`src/rtl/gapg_pkg.sv`:
```
// constants, config type and helpers for the a-panel pack address generator
package gapg_pkg;

	localparam int unsigned PANEL_ROWS = 6;
	localparam int unsigned MAX_DIM    = 4096;

	localparam int unsigned COUNT_W   = 13;
	localparam int unsigned LANE_W    = 3;
	localparam int unsigned DEPTH_W   = 12;
	localparam int unsigned ROW_W     = 13;
	localparam int unsigned LD_W      = 16;
	localparam int unsigned ADDR_W    = 32;
	localparam int unsigned CFG_IDX_W = 3;
	localparam int unsigned SRC_PROD_W = ROW_W + LD_W;
	localparam int unsigned DST_PROD_W = ROW_W + COUNT_W;
	localparam int unsigned DST_ADD_W  = 15;

	localparam logic [CFG_IDX_W-1:0] REG_ROW_COUNT     = 3'd0;
	localparam logic [CFG_IDX_W-1:0] REG_DEPTH_COUNT   = 3'd1;
	localparam logic [CFG_IDX_W-1:0] REG_LEADING_DIM   = 3'd2;
	localparam logic [CFG_IDX_W-1:0] REG_COLUMN_LAYOUT = 3'd3;
	localparam logic [CFG_IDX_W-1:0] REG_SOURCE_BASE   = 3'd4;
	localparam logic [CFG_IDX_W-1:0] REG_DEST_BASE     = 3'd5;

	typedef struct packed {
		logic [COUNT_W-1:0] row_count;
		logic [COUNT_W-1:0] depth_count;
		logic [LD_W-1:0]    leading_dim;
		logic               column_layout;
		logic [ADDR_W-1:0]  source_base;
		logic [ADDR_W-1:0]  dest_base;
	} cfg_t;

	// zero acts as one, above max acts as max
	function automatic logic [COUNT_W-1:0] clamp_count(input logic [COUNT_W-1:0] v);
		logic [COUNT_W-1:0] r;
		if (v == '0) begin
			r = COUNT_W'(1);
		end else if (v > COUNT_W'(MAX_DIM)) begin
			r = COUNT_W'(MAX_DIM);
		end else begin
			r = v;
		end
		return r;
	endfunction

endpackage

```
`src/rtl/gapg_ifs.sv`:
```
// handshake interfaces for slot requests, slot results and config writes
interface gapg_req_if;
	logic valid;
	logic ready;
	logic restart;

	modport source (output valid, output restart, input ready);
	modport sink (input valid, input restart, output ready);
endinterface

interface gapg_rsp_if;
	logic        valid;
	logic        ready;
	logic [31:0] src_addr;
	logic [31:0] dst_addr;
	logic        zero_fill;
	logic        last_slot;

	modport source (output valid, output src_addr, output dst_addr, output zero_fill,
		output last_slot, input ready);
	modport sink (input valid, input src_addr, input dst_addr, input zero_fill,
		input last_slot, output ready);
endinterface

interface gapg_cfg_if;
	logic        valid;
	logic        ready;
	logic [2:0]  index;
	logic [31:0] data;

	modport source (output valid, output index, output data, input ready);
	modport sink (input valid, input index, input data, output ready);
endinterface

```
`src/rtl/gemm_a_panel_pack_address_gen_unit.sv`:
```
// a-panel pack address generator: one packed-buffer slot address pair per request beat
// Each accepted request beat (restart=1 starts over at the first slot) yields one result
// beat with the source and packed-destination element addresses of the next slot, walked
// panel by panel (six rows each), column by column, lane by lane. Lanes past the row count
// come out zero-fill with a source address of zero; the final slot of the block carries
// last_slot and the sequence then wraps. One slot per cycle is sustained while the result
// side is ready; each result is registered in turn by counter capture, address multipliers
// and final adds, the middle stage holding the row/column-times-stride and panel-times-depth products.
// Config writes are always ready and must only be made while no slot is in flight.
module gemm_a_panel_pack_address_gen_unit
	import gapg_pkg::*;
(
	input logic     clk,
	input logic     arst_n,
	gapg_req_if.sink   req,
	gapg_rsp_if.source rsp,
	gapg_cfg_if.sink   cfg
);

	cfg_t cfg_q;

	logic [LANE_W-1:0]  lane_q;
	logic [DEPTH_W-1:0] depth_q;
	logic [ROW_W-1:0]   prb_q;

	logic [COUNT_W-1:0] mc;
	logic [COUNT_W-1:0] kc;
	logic [LANE_W-1:0]  cur_lane;
	logic [DEPTH_W-1:0] cur_depth;
	logic [ROW_W-1:0]   cur_prb;
	logic [ROW_W-1:0]   cur_row;
	logic               lane_end;
	logic               depth_end;
	logic               panel_end;
	logic               acc;
	logic               en1;
	logic               en2;
	logic               en3;

	logic               v_s1;
	logic [ROW_W-1:0]   row_s1;
	logic [DEPTH_W-1:0] depth_s1;
	logic [LANE_W-1:0]  lane_s1;
	logic [ROW_W-1:0]   prb_s1;
	logic               fill_s1;
	logic               last_s1;

	logic [ROW_W-1:0]      src_mul_a;
	logic [SRC_PROD_W-1:0] src_prod;
	logic [DST_PROD_W-1:0] dst_prod;
	logic [DST_ADD_W-1:0]  dst_add;

	logic                  v_s2;
	logic [SRC_PROD_W-1:0] src_prod_s2;
	logic [ROW_W-1:0]      src_add_s2;
	logic [DST_PROD_W-1:0] dst_prod_s2;
	logic [DST_ADD_W-1:0]  dst_add_s2;
	logic                  fill_s2;
	logic                  last_s2;

	logic              v_s3;
	logic [ADDR_W-1:0] src_s3;
	logic [ADDR_W-1:0] dst_s3;
	logic              fill_s3;
	logic              last_s3;

	// config registers
	assign cfg.ready = 1'b1;

	always_ff @(posedge clk or negedge arst_n) begin
		if (!arst_n) begin
			cfg_q.row_count     <= COUNT_W'(PANEL_ROWS);
			cfg_q.depth_count   <= COUNT_W'(8);
			cfg_q.leading_dim   <= LD_W'(1);
			cfg_q.column_layout <= 1'b0;
			cfg_q.source_base   <= '0;
			cfg_q.dest_base     <= '0;
		end else if (cfg.valid) begin
			case (cfg.index)
				REG_ROW_COUNT:     cfg_q.row_count     <= cfg.data[COUNT_W-1:0];
				REG_DEPTH_COUNT:   cfg_q.depth_count   <= cfg.data[COUNT_W-1:0];
				REG_LEADING_DIM:   cfg_q.leading_dim   <= cfg.data[LD_W-1:0];
				REG_COLUMN_LAYOUT: cfg_q.column_layout <= cfg.data[0];
				REG_SOURCE_BASE:   cfg_q.source_base   <= cfg.data;
				REG_DEST_BASE:     cfg_q.dest_base     <= cfg.data;
				default: ;
			endcase
		end
	end

	// flow control
	assign en3 = !v_s3 || rsp.ready;
	assign en2 = !v_s2 || en3;
	assign en1 = !v_s1 || en2;
	assign req.ready = en1;
	assign acc = req.valid && en1;

	// slot counters
	assign mc = clamp_count(cfg_q.row_count);
	assign kc = clamp_count(cfg_q.depth_count);

	assign cur_lane  = req.restart ? '0 : lane_q;
	assign cur_depth = req.restart ? '0 : depth_q;
	assign cur_prb   = req.restart ? '0 : prb_q;
	assign cur_row   = cur_prb + ROW_W'(cur_lane);

	assign lane_end  = ({1'b0, cur_lane} + 4'd1) >= 4'(PANEL_ROWS);
	assign depth_end = ({1'b0, cur_depth} + 13'd1) >= kc;
	assign panel_end = ({1'b0, cur_prb} + 14'(PANEL_ROWS)) >= {1'b0, mc};

	always_ff @(posedge clk or negedge arst_n) begin
		if (!arst_n) begin
			lane_q  <= '0;
			depth_q <= '0;
			prb_q   <= '0;
		end else if (acc) begin
			if (!lane_end) begin
				lane_q  <= cur_lane + LANE_W'(1);
				depth_q <= cur_depth;
				prb_q   <= cur_prb;
			end else begin
				lane_q <= '0;
				if (!depth_end) begin
					depth_q <= cur_depth + DEPTH_W'(1);
					prb_q   <= cur_prb;
				end else begin
					depth_q <= '0;
					prb_q   <= panel_end ? '0 : cur_prb + ROW_W'(PANEL_ROWS);
				end
			end
		end
	end

	// stage 1: captured slot coordinates
	always_ff @(posedge clk or negedge arst_n) begin
		if (!arst_n) begin
			v_s1 <= 1'b0;
		end else if (en1) begin
			v_s1 <= acc;
		end
	end

	always_ff @(posedge clk) begin
		if (en1) begin
			row_s1   <= cur_row;
			depth_s1 <= cur_depth;
			lane_s1  <= cur_lane;
			prb_s1   <= cur_prb;
			fill_s1  <= cur_row >= mc;
			last_s1  <= lane_end && depth_end && panel_end;
		end
	end

	// stage 2: products
	assign src_mul_a = cfg_q.column_layout ? {1'b0, depth_s1} : row_s1;
	assign src_prod  = src_mul_a * cfg_q.leading_dim;
	assign dst_prod  = prb_s1 * kc;
	assign dst_add   = DST_ADD_W'(depth_s1) * DST_ADD_W'(PANEL_ROWS) + DST_ADD_W'(lane_s1);

	always_ff @(posedge clk or negedge arst_n) begin
		if (!arst_n) begin
			v_s2 <= 1'b0;
		end else if (en2) begin
			v_s2 <= v_s1;
		end
	end

	always_ff @(posedge clk) begin
		if (en2) begin
			src_prod_s2 <= src_prod;
			src_add_s2  <= cfg_q.column_layout ? row_s1 : {1'b0, depth_s1};
			dst_prod_s2 <= dst_prod;
			dst_add_s2  <= dst_add;
			fill_s2     <= fill_s1;
			last_s2     <= last_s1;
		end
	end

	// stage 3: final address sums
	always_ff @(posedge clk or negedge arst_n) begin
		if (!arst_n) begin
			v_s3 <= 1'b0;
		end else if (en3) begin
			v_s3 <= v_s2;
		end
	end

	always_ff @(posedge clk) begin
		if (en3) begin
			src_s3  <= fill_s2 ? '0 : cfg_q.source_base + ADDR_W'(src_prod_s2)
				+ ADDR_W'(src_add_s2);
			dst_s3  <= cfg_q.dest_base + ADDR_W'(dst_prod_s2) + ADDR_W'(dst_add_s2);
			fill_s3 <= fill_s2;
			last_s3 <= last_s2;
		end
	end

	assign rsp.valid     = v_s3;
	assign rsp.src_addr  = src_s3;
	assign rsp.dst_addr  = dst_s3;
	assign rsp.zero_fill = fill_s3;
	assign rsp.last_slot = last_s3;

endmodule

```
`src/flat_wrapper.sv`:
```
// flat-port wrapper written by rule: the top's interface ports become plain ports
module gemm_a_panel_pack_address_gen_unit_flat import gapg_pkg::*;
  (clk, arst_n, req_valid, req_restart, req_ready, rsp_valid, rsp_src_addr, rsp_dst_addr, rsp_zero_fill, rsp_last_slot, rsp_ready, cfg_valid, cfg_index, cfg_data, cfg_ready);
  gapg_req_if req_i ();
  gapg_rsp_if rsp_i ();
  gapg_cfg_if cfg_i ();
  input logic clk;
  input logic arst_n;
  input wire logic [$bits(req_i.valid)-1:0] req_valid;
  input wire logic [$bits(req_i.restart)-1:0] req_restart;
  output wire logic [$bits(req_i.ready)-1:0] req_ready;
  output wire logic [$bits(rsp_i.valid)-1:0] rsp_valid;
  output wire logic [$bits(rsp_i.src_addr)-1:0] rsp_src_addr;
  output wire logic [$bits(rsp_i.dst_addr)-1:0] rsp_dst_addr;
  output wire logic [$bits(rsp_i.zero_fill)-1:0] rsp_zero_fill;
  output wire logic [$bits(rsp_i.last_slot)-1:0] rsp_last_slot;
  input wire logic [$bits(rsp_i.ready)-1:0] rsp_ready;
  input wire logic [$bits(cfg_i.valid)-1:0] cfg_valid;
  input wire logic [$bits(cfg_i.index)-1:0] cfg_index;
  input wire logic [$bits(cfg_i.data)-1:0] cfg_data;
  output wire logic [$bits(cfg_i.ready)-1:0] cfg_ready;
  assign req_i.valid = req_valid;
  assign req_i.restart = req_restart;
  assign req_ready = req_i.ready;
  assign rsp_valid = rsp_i.valid;
  assign rsp_src_addr = rsp_i.src_addr;
  assign rsp_dst_addr = rsp_i.dst_addr;
  assign rsp_zero_fill = rsp_i.zero_fill;
  assign rsp_last_slot = rsp_i.last_slot;
  assign rsp_i.ready = rsp_ready;
  assign cfg_i.valid = cfg_valid;
  assign cfg_i.index = cfg_index;
  assign cfg_i.data = cfg_data;
  assign cfg_ready = cfg_i.ready;
  gemm_a_panel_pack_address_gen_unit u_core (.clk(clk), .arst_n(arst_n), .req(req_i), .rsp(rsp_i), .cfg(cfg_i));
endmodule
```
`config.mk`:
```
export PLATFORM = sky130hd
export DESIGN_NAME = gemm_a_panel_pack_address_gen_unit_flat
export DESIGN_NICKNAME = d
export VERILOG_FILES = /design/src/rtl/gapg_pkg.sv /design/src/rtl/gapg_ifs.sv /design/src/rtl/gemm_a_panel_pack_address_gen_unit.sv /design/src/flat_wrapper.sv
export SDC_FILE = /design/constraint.sdc
export NUM_CORES = 2
export LEC_CHECK = 0
export ABC_AREA = 1
export BUFFER_PORTS_ARGS = -buffer_cell sky130_fd_sc_hd__buf_2
export CELL_PAD_IN_SITES_DETAIL_PLACEMENT = 0
export CELL_PAD_IN_SITES_GLOBAL_PLACEMENT = 2
export CORE_ASPECT_RATIO = 1.4
export CORE_MARGIN = 4
export CORE_UTILIZATION = 36
export CTS_CLUSTER_DIAMETER = 150
export DETAILED_ROUTE_END_ITERATION = 7
export PLACE_DENSITY = 0.78
export SETUP_SLACK_MARGIN = 0.4
export SLEW_MARGIN = 20
export SYNTH_ARGS = -nofsm -noshare
export SYNTH_HDL_FRONTEND = slang
export SYNTH_SLANG_ARGS = --single-unit
```
`constraint.sdc`:
```
create_clock -name clk -period 5.2 [get_ports clk]
set_clock_uncertainty 0.1 [all_clocks]
set_input_delay 1.04 -clock clk [delete_from_list [all_inputs] [get_ports clk]]
set_output_delay 1.04 -clock clk [all_outputs]
set_load 0.02 [all_outputs]
```
==> summary.md <==
The tools report the startpoint of the lowest-slack hold path as u_core.lane_s1[0]$_DFFE_PN_. After global routing, the most crowded layer is met2. Entering global routing, the biggest net connects 75 pins. For the synthesized netlist net count, the log shows 4406.

For this run, the detailed router's first-pass iteration total came to 5. The die is 359.3 um tall. The initial antenna violation count is 3, and the instance count along the most critical hold path is 0. The final-layout fill cell count is 8648. The number of cells on the worst reg-to-reg path was 23. In this run the tool buffered the top-level ports with 108 buffer cells. The number of synthesized flops with an enable pin works out to 194. The share of the Yosys chip area taken by registers is 29.26%. Number of global-route vias before repair: 27880.

In the final routed layout, each cell accounts on average for 19.75 um. For flop-to-flop paths, the worst setup slack is -0.40 ns. The sequential cell area in the final layout is 9285 sq um, and the remaining global-route overflow is 0. Compared with the post-synthesis result, the final layout area differs by 26.27%. The share of cells above drive strength 1 is 23.21%. The max-slew violation total from the final report was 0.

The TritonCTS buffer count is 38. CTS built an H-tree with a depth of 2. Across the run, the number of max-cap violations was 0. Static timing analysis puts the maximum clock frequency at 0.1787 GHz. The tightest min-delay check is of the reg2reg type.

The warning count from the yosys run was 0. The tools report the diode insertion count for antenna repair as 0. The clock slew seen by the registers of the worst setup and hold paths was 0.07 ns; the number of DRC violations after detailed routing was 0. Summing all multi-input logic gate instances after layout gives 21570 sq um.

The residual antenna-violating net count after detailed routing was 0; the final critical-path share of the clock period was 107.6%. The vias per cell is 4.855, and the count of nets after finishing is 4821. The share of flip-flops with an asynchronous set or reset is 41.57%, and the number of setup violations in the final report is 35. The worst register-to-register path begins at u_core.cfg_q[64]$_DFFE_PN0P_.

For the pin with the worst max-slew slack, the measured transition is 1.100 ns. STA classifies the critical path startpoint as a flop. Global routing used 43.81% of the available met2 tracks.

The run gives 93010 sq um as the die area. In this run the mean area of a mapped cell was 8.418 sq um. The longest clock path from root to sink contains 3 buffers. Cells fill 45.90% of the core in the end.

The core region is 87280 sq um. Setup repair after global routing could not meet its margin everywhere. On the final layout, the worst hold slack is 0.3228 ns. The synthesized netlist contains 64 unique library cells. The logs give 332 for the total clock sinks and 106300 um for the total wirelength of the detailed-routed design. The global routing usage on met1 came out at 26.18%. The via count of the routed design was 26140; the worst slew slack as a fraction of its limit was 26.68%. The critical path starts at u_core.cfg_q[64]$_DFFE_PN0P_. The worst path needs 5.597 ns of the cycle, external delays included. The final number of hold-violating endpoints was 0. The initialized floorplan defines 128 standard-cell rows. The slack of the critical path was -0.3973 ns; the gate count after technology mapping was 3769.

The most used flip-flop cell after synthesis is sky130_fd_sc_hd__edfxtp_1. Endpoint class of the critical path: a flop. The detailed router finished its first iteration with 1277 violations.

For this configuration, the core starts out at a cell density of 36.35%. The clock root buffer master was sky130_fd_sc_hd__clkbuf_16. The logs give 163800 um for the first-pass GRT wire length and 0.9240 for the weighted congestion at the end of routability-driven global placement. The flow ran to the end, but the final reports show violations. The clock insertion delay at the later pin of the skew report was 0.58 ns; the aggregate negative setup slack was -7.325 ns. The worst reg2reg path endpoint was u_core.src_prod_s2[22]$_DFFE_PP_. Summed over all nets, the half-perimeter wirelength after detailed placement is 88080 um. In this run the horizontal extent of the chip is 258.9 um. Pin placement for this block handled 110 I/O pins. The global-route met3 utilization was 1.754%; the register bit total from synthesis was 332. Global routing used 23.04% of the available tracks across all layers. Of all nets on the critical path, the largest fanout is 8.

The tools report the required time reported for the critical path endpoint as 5.45 ns. The critical setup path kind was reg2reg. Destination of the worst hold path: u_core.dst_add_s2[0]$_DFFE_PP_.

TritonCTS built the clock tree. Data on the critical path arrives at its endpoint at 5.84 ns. After synthesis the cells add up to 31730 sq um. The final reports fail on negative setup slack.
[per-stage QoR]
stage                     setup WS (ns)  cell area [sq um]  cells
after CTS                       -0.2692              38730   5351
after floorplan                -0.01459              32670   3769
final                           -0.3973              40060   5384
after global placement          -0.5141              36540   5266
after detailed placement        -0.5271              36540   5266
after global routing            -0.5057              40060   5384
[area by class of cell]
type	instances	area share, %
inverter	716	6.818
clock inverter	24	0.7371
clock buffer	46	2.655
tap	1170	3.654
sequential	332	23.18
multi-input combinational	2637	53.85
timing repair buffer	459	9.110
[cells by family after synthesis]
kind of cell,Yosys count,share of synthesized area [%]
and+or+nand+nor,1438,18.78
xor gates and xnor gates,105,2.922
buffers and inverters,800,9.717
adders and majority gates,596,30.79
other,1,0.01182
DFF,332,29.26
AOI/OAI and AO/OA,497,8.522
[worst max path at each step]
stage | to | cells past startpoint
6_report | u_core.src_prod_s2[22]$_DFFE_PP_ | 23
5_1_grt | u_core.src_prod_s2[28]$_DFFE_PP_ | 22
4_1_cts | u_core.dst_prod_s2[25]$_DFFE_PP_ | 22
3_5_place_dp | u_core.dst_prod_s2[25]$_DFFE_PP_ | 24
3_3_place_gp | u_core.dst_prod_s2[25]$_DFFE_PP_ | 24
2_1_floorplan | u_core.dst_prod_s2[20]$_DFFE_PP_ | 23
[state kept, by name, summed over array words and instances (netlist names), 13 cells and up]
| name | cells |
|---|---|
| u_core.cfg_q | 107 |
| u_core.dst_add_s2 | 15 |
| u_core.rsp.dst_addr | 32 |
| u_core.prb_q | 13 |
| u_core.src_add_s2 | 13 |
| u_core.src_prod_s2 | 29 |
| u_core.prb_s1 | 13 |
| u_core.row_s1 | 13 |
| u_core.dst_prod_s2 | 26 |
| u_core.rsp.src_addr | 32 |
[metal layers]
| metal | part of all wire (%) | wire length (um) |
|---|---|---|
| met3 | 2.5 | 2620 |
| met5 | 0 | 0 |
| met1 | 39 | 40940 |
| met4 | 5.4 | 5739 |
| met2 | 54 | 57020 |
[cells in the mapped netlist, types with 4 or more instances]
library cell / instances / area share [%]
sky130_fd_sc_hd__o22ai_1: 8 / 0.16
sky130_fd_sc_hd__o21ai_1: 5 / 0.079
sky130_fd_sc_hd__nor2_4: 9 / 0.32
sky130_fd_sc_hd__inv_1: 705 / 8.3
sky130_fd_sc_hd__xor2_1: 73 / 2.0
sky130_fd_sc_hd__a21o_1: 14 / 0.33
sky130_fd_sc_hd__a21oi_1: 175 / 2.8
sky130_fd_sc_hd__clkbuf_2: 4 / 0.063
sky130_fd_sc_hd__nor4_1: 11 / 0.22
sky130_fd_sc_hd__fa_1: 308 / 19
sky130_fd_sc_hd__o21ai_0: 230 / 3.6
sky130_fd_sc_hd__a21boi_0: 9 / 0.21
sky130_fd_sc_hd__nand2_4: 4 / 0.14
sky130_fd_sc_hd__nand2_2: 6 / 0.12
sky130_fd_sc_hd__nand2_1: 815 / 9.6
sky130_fd_sc_hd__edfxtp_1: 194 / 18
sky130_fd_sc_hd__o21bai_1: 19 / 0.45
sky130_fd_sc_hd__nor2_1: 396 / 4.7
sky130_fd_sc_hd__ha_1: 288 / 11
sky130_fd_sc_hd__buf_2: 10 / 0.16
sky130_fd_sc_hd__a31oi_1: 11 / 0.22
sky130_fd_sc_hd__dfrtp_1: 134 / 11
sky130_fd_sc_hd__or2_2: 4 / 0.079
sky130_fd_sc_hd__nor3_1: 20 / 0.32
sky130_fd_sc_hd__xnor2_1: 31 / 0.86
sky130_fd_sc_hd__clkbuf_1: 55 / 0.65
sky130_fd_sc_hd__nand3_1: 103 / 1.6
sky130_fd_sc_hd__o21a_1: 5 / 0.12
sky130_fd_sc_hd__buf_1: 9 / 0.11
sky130_fd_sc_hd__o211ai_1: 5 / 0.12
sky130_fd_sc_hd__dfstp_2: 4 / 0.33
sky130_fd_sc_hd__nor2_2: 7 / 0.14
sky130_fd_sc_hd__inv_2: 5 / 0.059
sky130_fd_sc_hd__nand4_1: 41 / 0.81
sky130_fd_sc_hd__clkinv_1: 5 / 0.059
[critical path, cell delays in order (launching register included)]
cell	delay, ns
sky130_fd_sc_hd__dfrtp_2	0.48
sky130_fd_sc_hd__buf_12	0.17
sky130_fd_sc_hd__buf_8	0.12
sky130_fd_sc_hd__nand2_4	0.06
sky130_fd_sc_hd__o21ai_4	0.07
sky130_fd_sc_hd__buf_6	0.13
sky130_fd_sc_hd__clkinv_8	0.06
sky130_fd_sc_hd__nand2_4	0.05
sky130_fd_sc_hd__fa_2	0.57
sky130_fd_sc_hd__inv_2	0.04
sky130_fd_sc_hd__fa_2	0.60
sky130_fd_sc_hd__inv_2	0.05
sky130_fd_sc_hd__fa_2	0.53
sky130_fd_sc_hd__inv_2	0.04
sky130_fd_sc_hd__fa_1	0.46
sky130_fd_sc_hd__fa_2	0.58
sky130_fd_sc_hd__ha_4	0.23
sky130_fd_sc_hd__a21o_1	0.20
sky130_fd_sc_hd__a21oi_2	0.18
sky130_fd_sc_hd__nand2_1	0.11
sky130_fd_sc_hd__nand2_2	0.10
sky130_fd_sc_hd__nand3_4	0.11
sky130_fd_sc_hd__xor2_4	0.19
sky130_fd_sc_hd__buf_6	0.12
[layout by cell type, fill, tap and decap left out, types with 55 or more instances in the layout]
cell / Yosys / routed
sky130_fd_sc_hd__nand2_1: 815 / 724
sky130_fd_sc_hd__inv_1: 705 / 640
sky130_fd_sc_hd__nor2_1: 396 / 346
sky130_fd_sc_hd__buf_4: 2 / 276
sky130_fd_sc_hd__fa_1: 308 / 274
sky130_fd_sc_hd__ha_1: 288 / 244
sky130_fd_sc_hd__o21ai_0: 230 / 198
sky130_fd_sc_hd__edfxtp_1: 194 / 194
sky130_fd_sc_hd__a21oi_1: 175 / 138
sky130_fd_sc_hd__dfrtp_1: 134 / 133
sky130_fd_sc_hd__buf_2: 10 / 107
sky130_fd_sc_hd__nand3_1: 103 / 88
sky130_fd_sc_hd__xor2_1: 73 / 65
sky130_fd_sc_hd__nand2_2: 6 / 62
sky130_fd_sc_hd__inv_2: 5 / 60
sky130_fd_sc_hd__buf_6: 2 / 55
[repair_timing]
action,4_1_cts,5_1_grt
pin swaps,54,129
gates cloned,1,1
resized for setup,166,255
hold endpoints to repair,0,0
setup buffers,14,32
endpoints found under the setup margin,43,44
hold buffers,0,0
Power is left out: the tool's default activity adds up to more than one toggle a clock period on the data nets, which glitch-free logic cannot reach.
